$ cat config.mk
export PLATFORM = sky130hd
export DESIGN_NAME = yaw_oscillation_spin_detector
export DESIGN_NICKNAME = d
export VERILOG_FILES = /design/src/hw/rtl/yosd_pkg.sv /design/src/hw/rtl/yosd_cfg.sv /design/src/hw/rtl/yosd_track.sv /design/src/hw/rtl/yaw_oscillation_spin_detector.sv
export SDC_FILE = /design/constraint.sdc
export NUM_CORES = 1
export LEC_CHECK = 0
export BUFFER_PORTS_ARGS = -buffer_cell sky130_fd_sc_hd__buf_2
export CAP_MARGIN = 20
export CORE_MARGIN = 4
export CORE_UTILIZATION = 25
export CTS_CLUSTER_SIZE = 14
export DETAILED_ROUTE_END_ITERATION = 10
export PLACE_DENSITY = 0.38
export SYNTH_ARGS = -nofsm -noshare
export SYNTH_HDL_FRONTEND = slang
export SYNTH_SLANG_ARGS = --single-unit
$ cat constraint.sdc
create_clock -name aclk -period 13.9 [get_ports aclk]
set_input_delay 0 -clock aclk [delete_from_list [all_inputs] [get_ports aclk]]
set_output_delay 0 -clock aclk [all_outputs]
set_load 0.02 [all_outputs]
$ cat src/hw/rtl/yosd_pkg.sv
// ---------------------------------------------------------------------------
// yosd_pkg
// Shared types and constants for the yaw oscillation spin detector: payload
// structs, configuration register indexes, reset values and phase codes.
// ---------------------------------------------------------------------------
package yosd_pkg;

    // Configuration register indexes
    typedef enum logic [2:0] {
        CFG_SAMPLE_PERIOD   = 3'd0,
        CFG_BIG_THRESHOLD   = 3'd1,
        CFG_SMALL_THRESHOLD = 3'd2,
        CFG_SHORT_TIMEOUT   = 3'd3,
        CFG_LONG_TIMEOUT    = 3'd4,
        CFG_LOST_LIMIT      = 3'd5,
        CFG_CONFIRM_COUNT   = 3'd6
    } cfg_index_t;

    // Reset values of the configuration registers
    localparam logic [15:0] RST_SAMPLE_PERIOD   = 16'd30;
    localparam logic [15:0] RST_BIG_THRESHOLD   = 16'd120;
    localparam logic [15:0] RST_SMALL_THRESHOLD = 16'd30;
    localparam logic [15:0] RST_SHORT_TIMEOUT   = 16'd200;
    localparam logic [15:0] RST_LONG_TIMEOUT    = 16'd5000;
    localparam logic [15:0] RST_LOST_LIMIT      = 16'd1000;
    localparam logic [3:0]  RST_CONFIRM_COUNT   = 4'd3;

    // Saturation limits of the narrow counters
    localparam logic [15:0] LOST_MAX    = 16'hFFFF;
    localparam logic [3:0]  CONFIRM_MAX = 4'hF;

    // Detection phase codes
    typedef enum logic [2:0] {
        PH_IDLE       = 3'd0,
        PH_POS_SWING  = 3'd1,
        PH_POS_SECOND = 3'd2,
        PH_NEG_SWING  = 3'd3,
        PH_NEG_SECOND = 3'd4,
        PH_SPIN       = 3'd5
    } phase_t;

    // Configuration register set
    typedef struct packed {
        logic [15:0] sample_period;
        logic [15:0] big_threshold;
        logic [15:0] small_threshold;
        logic [15:0] short_timeout;
        logic [15:0] long_timeout;
        logic [15:0] lost_limit;
        logic [3:0]  confirm_count;
    } cfg_t;

    // Input transaction
    typedef struct packed {
        logic               enable;
        logic               target_seen;
        logic signed [31:0] yaw_angle;
    } item_t;

    // Result transaction
    typedef struct packed {
        logic [2:0] phase;
        logic       spinning;
        logic       target_lost;
    } result_t;

endpackage

$ cat src/hw/rtl/yosd_cfg.sv
// ---------------------------------------------------------------------------
// yosd_cfg
// Configuration register file. Takes one register write per cycle and
// presents the full register set as a struct.
// ---------------------------------------------------------------------------
module yosd_cfg (
    input  logic                aclk,
    input  logic                aresetn,
    input  logic                cfg_valid,
    output logic                cfg_ready,
    input  logic [2:0]          cfg_index,
    input  logic [15:0]         cfg_data,
    output yosd_pkg::cfg_t      cfg
);

    yosd_pkg::cfg_t cfg_reg;
    yosd_pkg::cfg_t cfg_next;

    // Always ready for a write
    assign cfg_ready = 1'b1;
    assign cfg       = cfg_reg;

    // Decode the written register
    always_comb begin
        cfg_next = cfg_reg;
        if (cfg_valid) begin
            unique case (yosd_pkg::cfg_index_t'(cfg_index))
                yosd_pkg::CFG_SAMPLE_PERIOD:   cfg_next.sample_period   = cfg_data;
                yosd_pkg::CFG_BIG_THRESHOLD:   cfg_next.big_threshold   = cfg_data;
                yosd_pkg::CFG_SMALL_THRESHOLD: cfg_next.small_threshold = cfg_data;
                yosd_pkg::CFG_SHORT_TIMEOUT:   cfg_next.short_timeout   = cfg_data;
                yosd_pkg::CFG_LONG_TIMEOUT:    cfg_next.long_timeout    = cfg_data;
                yosd_pkg::CFG_LOST_LIMIT:      cfg_next.lost_limit      = cfg_data;
                yosd_pkg::CFG_CONFIRM_COUNT:   cfg_next.confirm_count   = cfg_data[3:0];
                default:                       cfg_next = cfg_reg;
            endcase
        end
    end

    // Hold the registers
    always_ff @(posedge aclk) begin
        if (!aresetn) begin
            cfg_reg.sample_period   <= yosd_pkg::RST_SAMPLE_PERIOD;
            cfg_reg.big_threshold   <= yosd_pkg::RST_BIG_THRESHOLD;
            cfg_reg.small_threshold <= yosd_pkg::RST_SMALL_THRESHOLD;
            cfg_reg.short_timeout   <= yosd_pkg::RST_SHORT_TIMEOUT;
            cfg_reg.long_timeout    <= yosd_pkg::RST_LONG_TIMEOUT;
            cfg_reg.lost_limit      <= yosd_pkg::RST_LOST_LIMIT;
            cfg_reg.confirm_count   <= yosd_pkg::RST_CONFIRM_COUNT;
        end else begin
            cfg_reg <= cfg_next;
        end
    end

endmodule

$ cat src/hw/rtl/yosd_track.sv
// ---------------------------------------------------------------------------
// yosd_track
// Detector state and its next-state update: tick and lost counters,
// sample divider, yaw difference and the oscillation phase sequence.
// ---------------------------------------------------------------------------
module yosd_track #(
    parameter int ANGLE_WIDTH = 32,
    parameter int TICK_WIDTH  = 32
) (
    input  logic                aclk,
    input  logic                aresetn,
    input  logic                step,
    input  yosd_pkg::item_t     item,
    input  yosd_pkg::cfg_t      cfg,
    output yosd_pkg::result_t   result
);

    localparam int AW = ANGLE_WIDTH;
    localparam int TW = TICK_WIDTH;
    localparam int WW = (AW > 32) ? AW : 32;
    localparam int CW = ((AW > 17) ? AW : 17) + 1;
    localparam logic [TW-1:0] DEADLINE_RST = TW'(yosd_pkg::RST_LONG_TIMEOUT);

    logic [TW-1:0]          tick_reg,     tick_next;
    logic [TW-1:0]          deadline_reg, deadline_next;
    logic [15:0]            lost_reg,     lost_next;
    logic [15:0]            sphase_reg,   sphase_next;
    yosd_pkg::phase_t       phase_reg,    phase_next;
    logic [3:0]             confirm_reg,  confirm_next;
    logic signed [AW-1:0]   last_yaw_reg, last_yaw_next;

    logic signed [WW-1:0]   yaw_w;
    logic signed [AW-1:0]   yaw_a;
    logic signed [AW:0]     diff_full;
    logic signed [AW-1:0]   diff;
    logic signed [CW-1:0]   diff_c, big_c, small_c;
    logic [TW-1:0]          tick_inc;
    logic [TW:0]            short_sum, long_sum;
    logic [TW-1:0]          short_dl, long_dl;
    logic [16:0]            sphase_sum;

    // Bring the yaw to the angle width
    assign yaw_w = WW'(item.yaw_angle);
    assign yaw_a = yaw_w[AW-1:0];

    // Saturating yaw difference against the last sample
    assign diff_full = {yaw_a[AW-1], yaw_a} - {last_yaw_reg[AW-1], last_yaw_reg};
    always_comb begin
        if (diff_full[AW] != diff_full[AW-1]) begin
            diff = diff_full[AW] ? {1'b1, {(AW-1){1'b0}}} : {1'b0, {(AW-1){1'b1}}};
        end else begin
            diff = diff_full[AW-1:0];
        end
    end

    assign diff_c  = CW'(diff);
    assign big_c   = CW'(cfg.big_threshold);
    assign small_c = CW'(cfg.small_threshold);

    // Saturating tick counter and deadlines relative to it
    assign tick_inc  = (tick_reg == '1) ? tick_reg : tick_reg + TW'(1);
    assign short_sum = {1'b0, tick_inc} + (TW+1)'(cfg.short_timeout);
    assign long_sum  = {1'b0, tick_inc} + (TW+1)'(cfg.long_timeout);
    assign short_dl  = short_sum[TW] ? '1 : short_sum[TW-1:0];
    assign long_dl   = long_sum[TW]  ? '1 : long_sum[TW-1:0];

    assign sphase_sum = {1'b0, sphase_reg} + 17'd1;

    // Work out the next state for one tick
    always_comb begin
        yosd_pkg::phase_t p;
        logic             hit;

        tick_next     = tick_reg;
        deadline_next = deadline_reg;
        lost_next     = lost_reg;
        sphase_next   = sphase_reg;
        phase_next    = phase_reg;
        confirm_next  = confirm_reg;
        last_yaw_next = last_yaw_reg;
        p             = phase_reg;
        hit           = 1'b0;

        if (step) begin
            if (item.enable) begin
                tick_next = tick_inc;
                if (item.target_seen) begin
                    lost_next = '0;
                end else if (lost_reg != yosd_pkg::LOST_MAX) begin
                    lost_next = lost_reg + 16'd1;
                end

                if (sphase_sum >= {1'b0, cfg.sample_period}) begin
                    sphase_next = '0;
                    if (lost_next < cfg.lost_limit) begin
                        // Start a check on a large swing
                        if (p == yosd_pkg::PH_IDLE) begin
                            if (diff_c > big_c) begin
                                p             = yosd_pkg::PH_POS_SWING;
                                deadline_next = short_dl;
                            end else if (diff_c < -big_c) begin
                                p             = yosd_pkg::PH_NEG_SWING;
                                deadline_next = short_dl;
                            end
                        end

                        // Count confirming small changes
                        unique case (p)
                            yosd_pkg::PH_POS_SWING, yosd_pkg::PH_POS_SECOND:
                                hit = diff_c < -small_c;
                            yosd_pkg::PH_NEG_SWING, yosd_pkg::PH_NEG_SECOND:
                                hit = diff_c > small_c;
                            default:
                                hit = 1'b0;
                        endcase
                        if (hit) begin
                            if (confirm_next != yosd_pkg::CONFIRM_MAX) begin
                                confirm_next = confirm_next + 4'd1;
                            end
                            deadline_next = short_dl;
                        end

                        // Advance when a confirm phase is complete
                        if (confirm_next >= cfg.confirm_count) begin
                            unique case (p)
                                yosd_pkg::PH_POS_SWING: begin
                                    p            = yosd_pkg::PH_POS_SECOND;
                                    confirm_next = '0;
                                end
                                yosd_pkg::PH_NEG_SWING: begin
                                    p            = yosd_pkg::PH_NEG_SECOND;
                                    confirm_next = '0;
                                end
                                yosd_pkg::PH_POS_SECOND, yosd_pkg::PH_NEG_SECOND: begin
                                    p             = yosd_pkg::PH_SPIN;
                                    confirm_next  = '0;
                                    deadline_next = long_dl;
                                end
                                default: begin
                                    p = p;
                                end
                            endcase
                        end

                        // Drop back to idle past the deadline
                        if (p != yosd_pkg::PH_IDLE && tick_inc > deadline_next) begin
                            p = yosd_pkg::PH_IDLE;
                        end

                        phase_next    = p;
                        last_yaw_next = yaw_a;
                    end
                end else begin
                    sphase_next = sphase_sum[15:0];
                end
            end else begin
                tick_next     = '0;
                sphase_next   = '0;
                deadline_next = TW'(cfg.long_timeout);
            end
        end
    end

    // Result of this tick
    assign result.phase       = phase_next;
    assign result.spinning    = (phase_next == yosd_pkg::PH_SPIN);
    assign result.target_lost = (lost_next >= cfg.lost_limit);

    // Hold the detector state
    always_ff @(posedge aclk) begin
        if (!aresetn) begin
            tick_reg     <= '0;
            deadline_reg <= DEADLINE_RST;
            lost_reg     <= '0;
            sphase_reg   <= '0;
            phase_reg    <= yosd_pkg::PH_IDLE;
            confirm_reg  <= '0;
            last_yaw_reg <= '0;
        end else begin
            tick_reg     <= tick_next;
            deadline_reg <= deadline_next;
            lost_reg     <= lost_next;
            sphase_reg   <= sphase_next;
            phase_reg    <= phase_next;
            confirm_reg  <= confirm_next;
            last_yaw_reg <= last_yaw_next;
        end
    end

endmodule

$ cat src/hw/rtl/yaw_oscillation_spin_detector.sv
// ---------------------------------------------------------------------------
// yaw_oscillation_spin_detector
// Detects a spinning target from the oscillation of the cumulative yaw angle
// sampled at a fixed tick period. One result transaction per input tick.
// ---------------------------------------------------------------------------
//  channel  | direction | handshake              | payload
//  ---------+-----------+------------------------+---------------------------
//  s_       | in        | s_valid / s_ready      | s_item   (yosd_pkg::item_t)
//  m_       | out       | m_valid / m_ready      | m_result (yosd_pkg::result_t)
//  cfg_     | in        | cfg_valid / cfg_ready  | cfg_index, cfg_data
//
//  One tick per cycle sustained while m_ready holds; an accepted tick passes
//  through the input register, then the result register, before it is shown.
//  The state update is a single pass of compares and saturating adds.
//  Reset (aresetn low, synchronous) clears both stages and loads the
//  register defaults; no clearing pass is needed.
//  A stalled result holds the result register; the input register still
//  takes one more tick, and s_ready drops only when both are full.
// ---------------------------------------------------------------------------
module yaw_oscillation_spin_detector #(
    parameter int ANGLE_WIDTH = 32,
    parameter int TICK_WIDTH  = 32
) (
    input  logic                aclk,
    input  logic                aresetn,
    input  logic                s_valid,
    output logic                s_ready,
    input  yosd_pkg::item_t     s_item,
    output logic                m_valid,
    input  logic                m_ready,
    output yosd_pkg::result_t   m_result,
    input  logic                cfg_valid,
    output logic                cfg_ready,
    input  logic [2:0]          cfg_index,
    input  logic [15:0]         cfg_data
);

    yosd_pkg::cfg_t     cfg;
    yosd_pkg::item_t    in_reg;
    logic               in_valid_reg;
    yosd_pkg::result_t  out_reg;
    logic               out_valid_reg;
    yosd_pkg::result_t  step_result;
    logic               advance;

    // Register file
    yosd_cfg u_cfg (
        .aclk      (aclk),
        .aresetn   (aresetn),
        .cfg_valid (cfg_valid),
        .cfg_ready (cfg_ready),
        .cfg_index (cfg_index),
        .cfg_data  (cfg_data),
        .cfg       (cfg)
    );

    // Move a tick from the input register to the result register
    assign advance = in_valid_reg && (!out_valid_reg || m_ready);
    assign s_ready = !in_valid_reg || advance;

    yosd_track #(
        .ANGLE_WIDTH (ANGLE_WIDTH),
        .TICK_WIDTH  (TICK_WIDTH)
    ) u_track (
        .aclk    (aclk),
        .aresetn (aresetn),
        .step    (advance),
        .item    (in_reg),
        .cfg     (cfg),
        .result  (step_result)
    );

    // Input register
    always_ff @(posedge aclk) begin
        if (!aresetn) begin
            in_valid_reg <= 1'b0;
        end else if (s_ready) begin
            in_valid_reg <= s_valid;
        end
    end

    always_ff @(posedge aclk) begin
        if (s_valid && s_ready) begin
            in_reg <= s_item;
        end
    end

    // Result register
    always_ff @(posedge aclk) begin
        if (!aresetn) begin
            out_valid_reg <= 1'b0;
        end else if (advance) begin
            out_valid_reg <= 1'b1;
        end else if (m_ready) begin
            out_valid_reg <= 1'b0;
        end
    end

    always_ff @(posedge aclk) begin
        if (advance) begin
            out_reg <= step_result;
        end
    end

    assign m_valid  = out_valid_reg;
    assign m_result = out_reg;

`ifndef SYNTHESIS
    // Spinning flag agrees with the phase code
    a_spin_phase: assert property (@(posedge aclk) disable iff (!aresetn)
        m_valid |-> (m_result.spinning == (m_result.phase == yosd_pkg::PH_SPIN)))
        else $error("spinning flag disagrees with phase");

    // Phase code stays within the defined phases
    a_phase_range: assert property (@(posedge aclk) disable iff (!aresetn)
        m_valid |-> (m_result.phase <= yosd_pkg::PH_SPIN))
        else $error("phase code out of range");

    // A tick moved on always shows up as a result next cycle
    a_advance_out: assert property (@(posedge aclk) disable iff (!aresetn)
        advance |=> m_valid)
        else $error("advanced tick produced no result");

    // A held tick in the input register is not overwritten
    a_in_hold: assert property (@(posedge aclk) disable iff (!aresetn)
        (in_valid_reg && !advance) |=> (in_valid_reg && $stable(in_reg)))
        else $error("input register overwritten while held");

    // Input side stalls only when both stages are occupied
    a_stall_full: assert property (@(posedge aclk) disable iff (!aresetn)
        !s_ready |-> (in_valid_reg && out_valid_reg && !m_ready))
        else $error("input stalled with room available");
`endif

endmodule

Word-level counts from Yosys, hierarchy flattened
Cells that the tools add are included.
Widths: inputs -> output; s select.

word-level totals
  flip-flop bits (word level) = 276
  latch bits = 0
  memory bits (writable) = 0
  bits in read-only memories = 0
  memories kept = 0

operators by class
  $add $sub $neg = 9
  multiply operators = 0
  div/mod/pow operators = 0
  order comparisons = 9
  eq/ne operators = 17
  shift operators = 0
  mux-type cells = 60
  bitwise operators = 0
  reduce and logical (&&, ||, !) cells = 24

operator list
  kind                   number
  $mux 32                19
  $mux 16                8
  $add 32x16->33         2
  $lt 32x33->1           2
  $neg 16->33            2
  $gt 32x17->1           2
  $mux 3                 17
  $sub 32x32->33         1
  $add 32x1->32 const B  1
  $eq 32x32->1 const B   1
  $gt 32x32->1           1
  $mux 4                 8
  $add 16x1->17 const B  1
  $ge 17x16->1           1
  $add 16x1->16 const B  1
  $ge 16x16->1           1
  $lt 16x16->1           1
  $ne 16x16->1 const B   1
  $eq 3x3->1 const B     5
  $reduce_and 2->1       7
  $eq 3x2->1 const B     4
  $pmux 3 s3             1
  $eq 3x1->1 const B     2
  $logic_not 3->1        2
  16 further kinds       28

Logic depth before layout (Yosys ltp)
  word-level depth = 37
  mapped depth = 59

Cells and area by module
Synthesis repeated with hierarchy kept, for this count alone.

unflattened totals
  cell total of the unflattened synthesis = 2716
  area, all modules = 22325.2 µm²

by module, submodules not included
  module                         times used  cells an instance  area an instance (µm²)  seq. area each (µm²)
  yosd_track                     1           2299               17194.0                 2702.6
  yosd_cfg                       1           369                3856.2                  2001.9
  yaw_oscillation_spin_detector  1           48                 1275.0                  1211.2

Least setup slack after synthesis
OpenSTA, ideal clock, no wires.

  path type = register -> register
  start = register in_reg[24] (netlist name)
  end = register out_reg (netlist bit m_result[1]), data pin
  setup time = 0.167 ns
  data arrival time = 10.704 ns
  path slack = 3.029 ns
  stages on the path, launching flop included = 56
  buffers on the path = 5
  period minus slack after synthesis = 10.871 ns
  path through = edfxtp_1 ha_1 buf_2 nand2_1 or3_1 or4_1 a21oi_2 or2_2 o21ai_0 a21oi_1 o21ai_0 nand2b_1 xor2_1 ha_1 inv_1 clkbuf_1 or2_2 clkbuf_1 (+20 left out) and2_0 nand2b_1 buf_2 o221ai_2 ha_1 a21o_1 a21o_1 a211o_1 a21o_1 a21o_1 a21oi_1 o22ai_1 a211oi_1 o21ai_0 and3b_1 a211oi_1 mux2i_1 a211oi_1

RTL lines
  item                    RTL line                              RTL
  start, declared         yaw_oscillation_spin_detector.sv:39   yosd_pkg::item_t in_reg;
  start signal, assigned  yaw_oscillation_spin_detector.sv:84   in_reg <= s_item;
  end signal, assigned    yaw_oscillation_spin_detector.sv:101  out_reg <= step_result;
  end, declared           yaw_oscillation_spin_detector.sv:41   yosd_pkg::result_t out_reg;

==> flow_summary.toml <==
[power]
vdd_drop_max_v = 0.0000968
pwr-share-comb_pct = 18.5
intPower_mw = 1.58
power_mw = 2.28
power.leakage_nw = 9.90
switchingPower_mw = 0.698
seqPwrFrac_pct = 36.8
clkPwrFrac_pct = 44.7
p_sw_share_pct = 30.6
powerDensity_nw_per_um2 = 91.7

[floorplan]
io_pins = 66
die_y_um = 301
fp-row-count = 107
core-area_um2 = 85100
start_util_pct = 25.2
die_w_um = 301
dieArea_um2 = 90400

[synthesis]
yosysSeqAreaShare_pct = 27.6
netlist_instances = 2763
syn-cell-area_um2 = 21400
synthFlopType = "dfxtp_1"
synthArstFlopShare_pct = 0
synth_edf_count = 39
synth_nets = 3077
yosys_register_bits = 276
yosysWarnings = 0
yosys.cell_types.count = 92
postSynthAreaPerCell_um2 = 7.75

[clock_tree]
clk_path_buf_depth = 3
cts_max_level = 2
cts_tree = "built"
cts_sinks = 276
clkTransAtPathRegs_ns = 0.06
root_buffer = "clkbuf_16"
numCtsBuffers = 38
worst_skew_pair.late_latency_ns = 0.58

[global_route]
grt_pass1_wl_um = 117000
overflow = 0
antenna_found_initial = 2
grtUsageTotal_pct = 16.4
first_global_vias = 19900
grt_max_degree = 79

[critical_path]
cp_top_family = "compound AO/OA/AOI/OAI gates"
cp_max_fo = 32
cp.arrival_ns = 13.19
path_depth = 51
cpPeakStageDelay_ns = 0.73
rr_worst_depth = 51
critPathSlowestCell = "a2111oi_0"
startpoint_type = "flip-flop"
path_class = "flip-flop to flip-flop"
end_kind = "flip-flop"
worstPathRequired_ns = 14.31
crit_top_cell = "a21o_1"
crit_buf_inv = 1

[timing]
finalSetupTns_ns = 0
finalClockSkew_ns = 0.0191
slew_headroom_pct = 23.3
rsz0062_at_grt = "no"
max_freq_mhz = 78.3
finalHoldViolations = 0
slew_violations = 0
worstMarginPinSlew_ns = 1.14
setup_viol = 0
min_period_over_period_pct = 91.9
fin_crit_ns = 12.78

[layout]
multiInputGateArea_um2 = 14500
area_growth_pct = 16.0
drive_above_1_share_pct = 7.29
largest_reg_flops = 100
fin_area_um2 = 24800
fin_nets = 3149
nFillCells = 9210
regArea_um2 = 5920

[route]
drcViolationCount = 0
postRouteWirelength_um = 75400
wl_per_cell_um = 18.8
drt_iter0_drc = 1460
firstDrtPassIters = 5
vias = 20300
ant_nets = 0
viasPerCell = 5.05

[place]
place_congestion = 0.846
dp_hpwl_um = 56200
place_area_um2 = 22900
port_buffers = 64

[worst_hold_path]
holdPathStages = 5
hold_class = "input pin to flip-flop"

[run]
maxCapViolCount = 0

[status]
status = "complete, no violations"
[layout make-up]
class / count / area share, %
clock buffer: 55 / 4.37
timing repair buffer: 153 / 4.58
tap: 1144 / 5.76
multi-input combinational: 2209 / 58.3
clock inverter: 15 / 0.786
inverter: 157 / 2.39
antenna: 2 / 0.0201
sequential: 276 / 23.8
[cell families (layout without fill, tap and decap cells)]
group / count (synthesis) / in the layout / share of synthesized area (%)
muxes: 58 / 58 / 2.76
buffers and inverters: 278 / 380 / 5.06
other: 1 / 3 / 0.0175
DFF: 276 / 276 / 27.6
adders and majority gates: 256 / 256 / 15.1
AOI/OAI and AO/OA: 717 / 717 / 21.6
and+or+nand+nor: 1043 / 1043 / 22.4
xor gates and xnor gates: 134 / 134 / 5.48
[worst register-to-register path: cells and delay by family (launching register included)]
kind | cells | cell delay, ns
adder cells (fa/ha/maj) | 5 | 1.43
AO/OA/AOI/OAI | 28 | 6.68
AND/OR/NAND/NOR | 14 | 3.38
multiplexers | 1 | 0.16
flip-flops | 1 | 0.39
buffers and inverters | 1 | 0.25
XOR/XNOR | 2 | 0.34
[path summary, 6_finish.rpt]
check | from | end | slack (ns)
worst min-delay path | cfg_index[0] | u_cfg.cfg[61] | 0.04
worst max register to register | in_reg[4] | m_result[1] | 1.12
worst max-delay path | in_reg[4] | m_result[1] | 1.12
worst min register to register | u_track.deadline_reg[20] | u_track.deadline_reg[20] | 0.45
[through the flow]
step	hold WS [ns]	instances	utilization, %	setup slack [ns]
final	0.0443	4011	29.2	1.12
after CTS	0.00248	4009	29.2	1.04
after floorplan	0.0989	2763	-	3.03
after detailed placement	0.179	3879	26.9	1.10
after global routing	0.0412	4009	29.2	0.0531
after global placement	0.176	3877	26.9	1.29
[metal layers]
layer	wire, um	GRT usage [%]
met1	36200	22.6
met4	2020	4.69
met5	0	0
met2	33900	26.9
met3	3280	2.21
[power groups by stage]
stage	clock (mW)	combinational, mW	sequential (mW)
global placement	0	0.405	0.857
CTS	1.07	0.424	0.840
detailed placement	0	0.407	0.857
global route	1.09	0.478	0.841
finish	1.02	0.421	0.839
floorplan	0	0.275	0.852
[cells in the final DEF, fill, tap and decap left out, types with 60 or more instances in the layout]
cell type      count
a21oi_1          229
buf_2             64
dfxtp_1          237
dlygate4sd3_1     60
ha_1             253
inv_1            155
nand2_1          415
nand3_1           72
nand4_1           63
nor2_1           230
nor3_1            80
o21ai_0          132
xnor2_1           84
[cell usage after synthesis (11+ instances only)]
| cell | n | share of area (%) |
|---|---|---|
| edfxtp_1 | 39 | 5.5 |
| nor3_1 | 83 | 1.9 |
| a22oi_1 | 39 | 1.4 |
| o21a_1 | 26 | 0.91 |
| nand3_1 | 72 | 1.7 |
| nor4_1 | 15 | 0.44 |
| a21oi_1 | 230 | 5.4 |
| o211ai_1 | 58 | 2.0 |
| nand4_1 | 63 | 1.8 |
| and2_1 | 22 | 0.64 |
| inv_1 | 156 | 2.7 |
| xor2_1 | 50 | 2.0 |
| mux2i_1 | 50 | 2.3 |
| ha_1 | 253 | 15 |
| dfxtp_1 | 237 | 22 |
| o31ai_1 | 11 | 0.39 |
| nor2_1 | 232 | 4.1 |
| o21ai_1 | 16 | 0.37 |
| and3_1 | 22 | 0.64 |
| nor2b_1 | 20 | 0.58 |
| o21ai_0 | 132 | 3.1 |
| a31oi_1 | 19 | 0.55 |
| nand2b_1 | 35 | 1.0 |
| a211oi_1 | 16 | 0.56 |
| nand2_1 | 415 | 7.3 |
| buf_2 | 15 | 0.35 |
| a21o_1 | 57 | 2.0 |
| or3_1 | 20 | 0.58 |
| xnor2_1 | 84 | 3.4 |
| clkbuf_1 | 99 | 1.7 |
[what timing repair did]
| action | 4_1_cts | 5_1_grt |
|---|---|---|
| setup endpoints to repair | 0 | 5 |
| hold endpoints to repair | 148 | 0 |
| hold buffers | 60 | 0 |
| gates resized for setup | 0 | 3 |
| buffers inserted | 0 | 0 |
No activity file was read; power rests on OpenSTA's default activity.
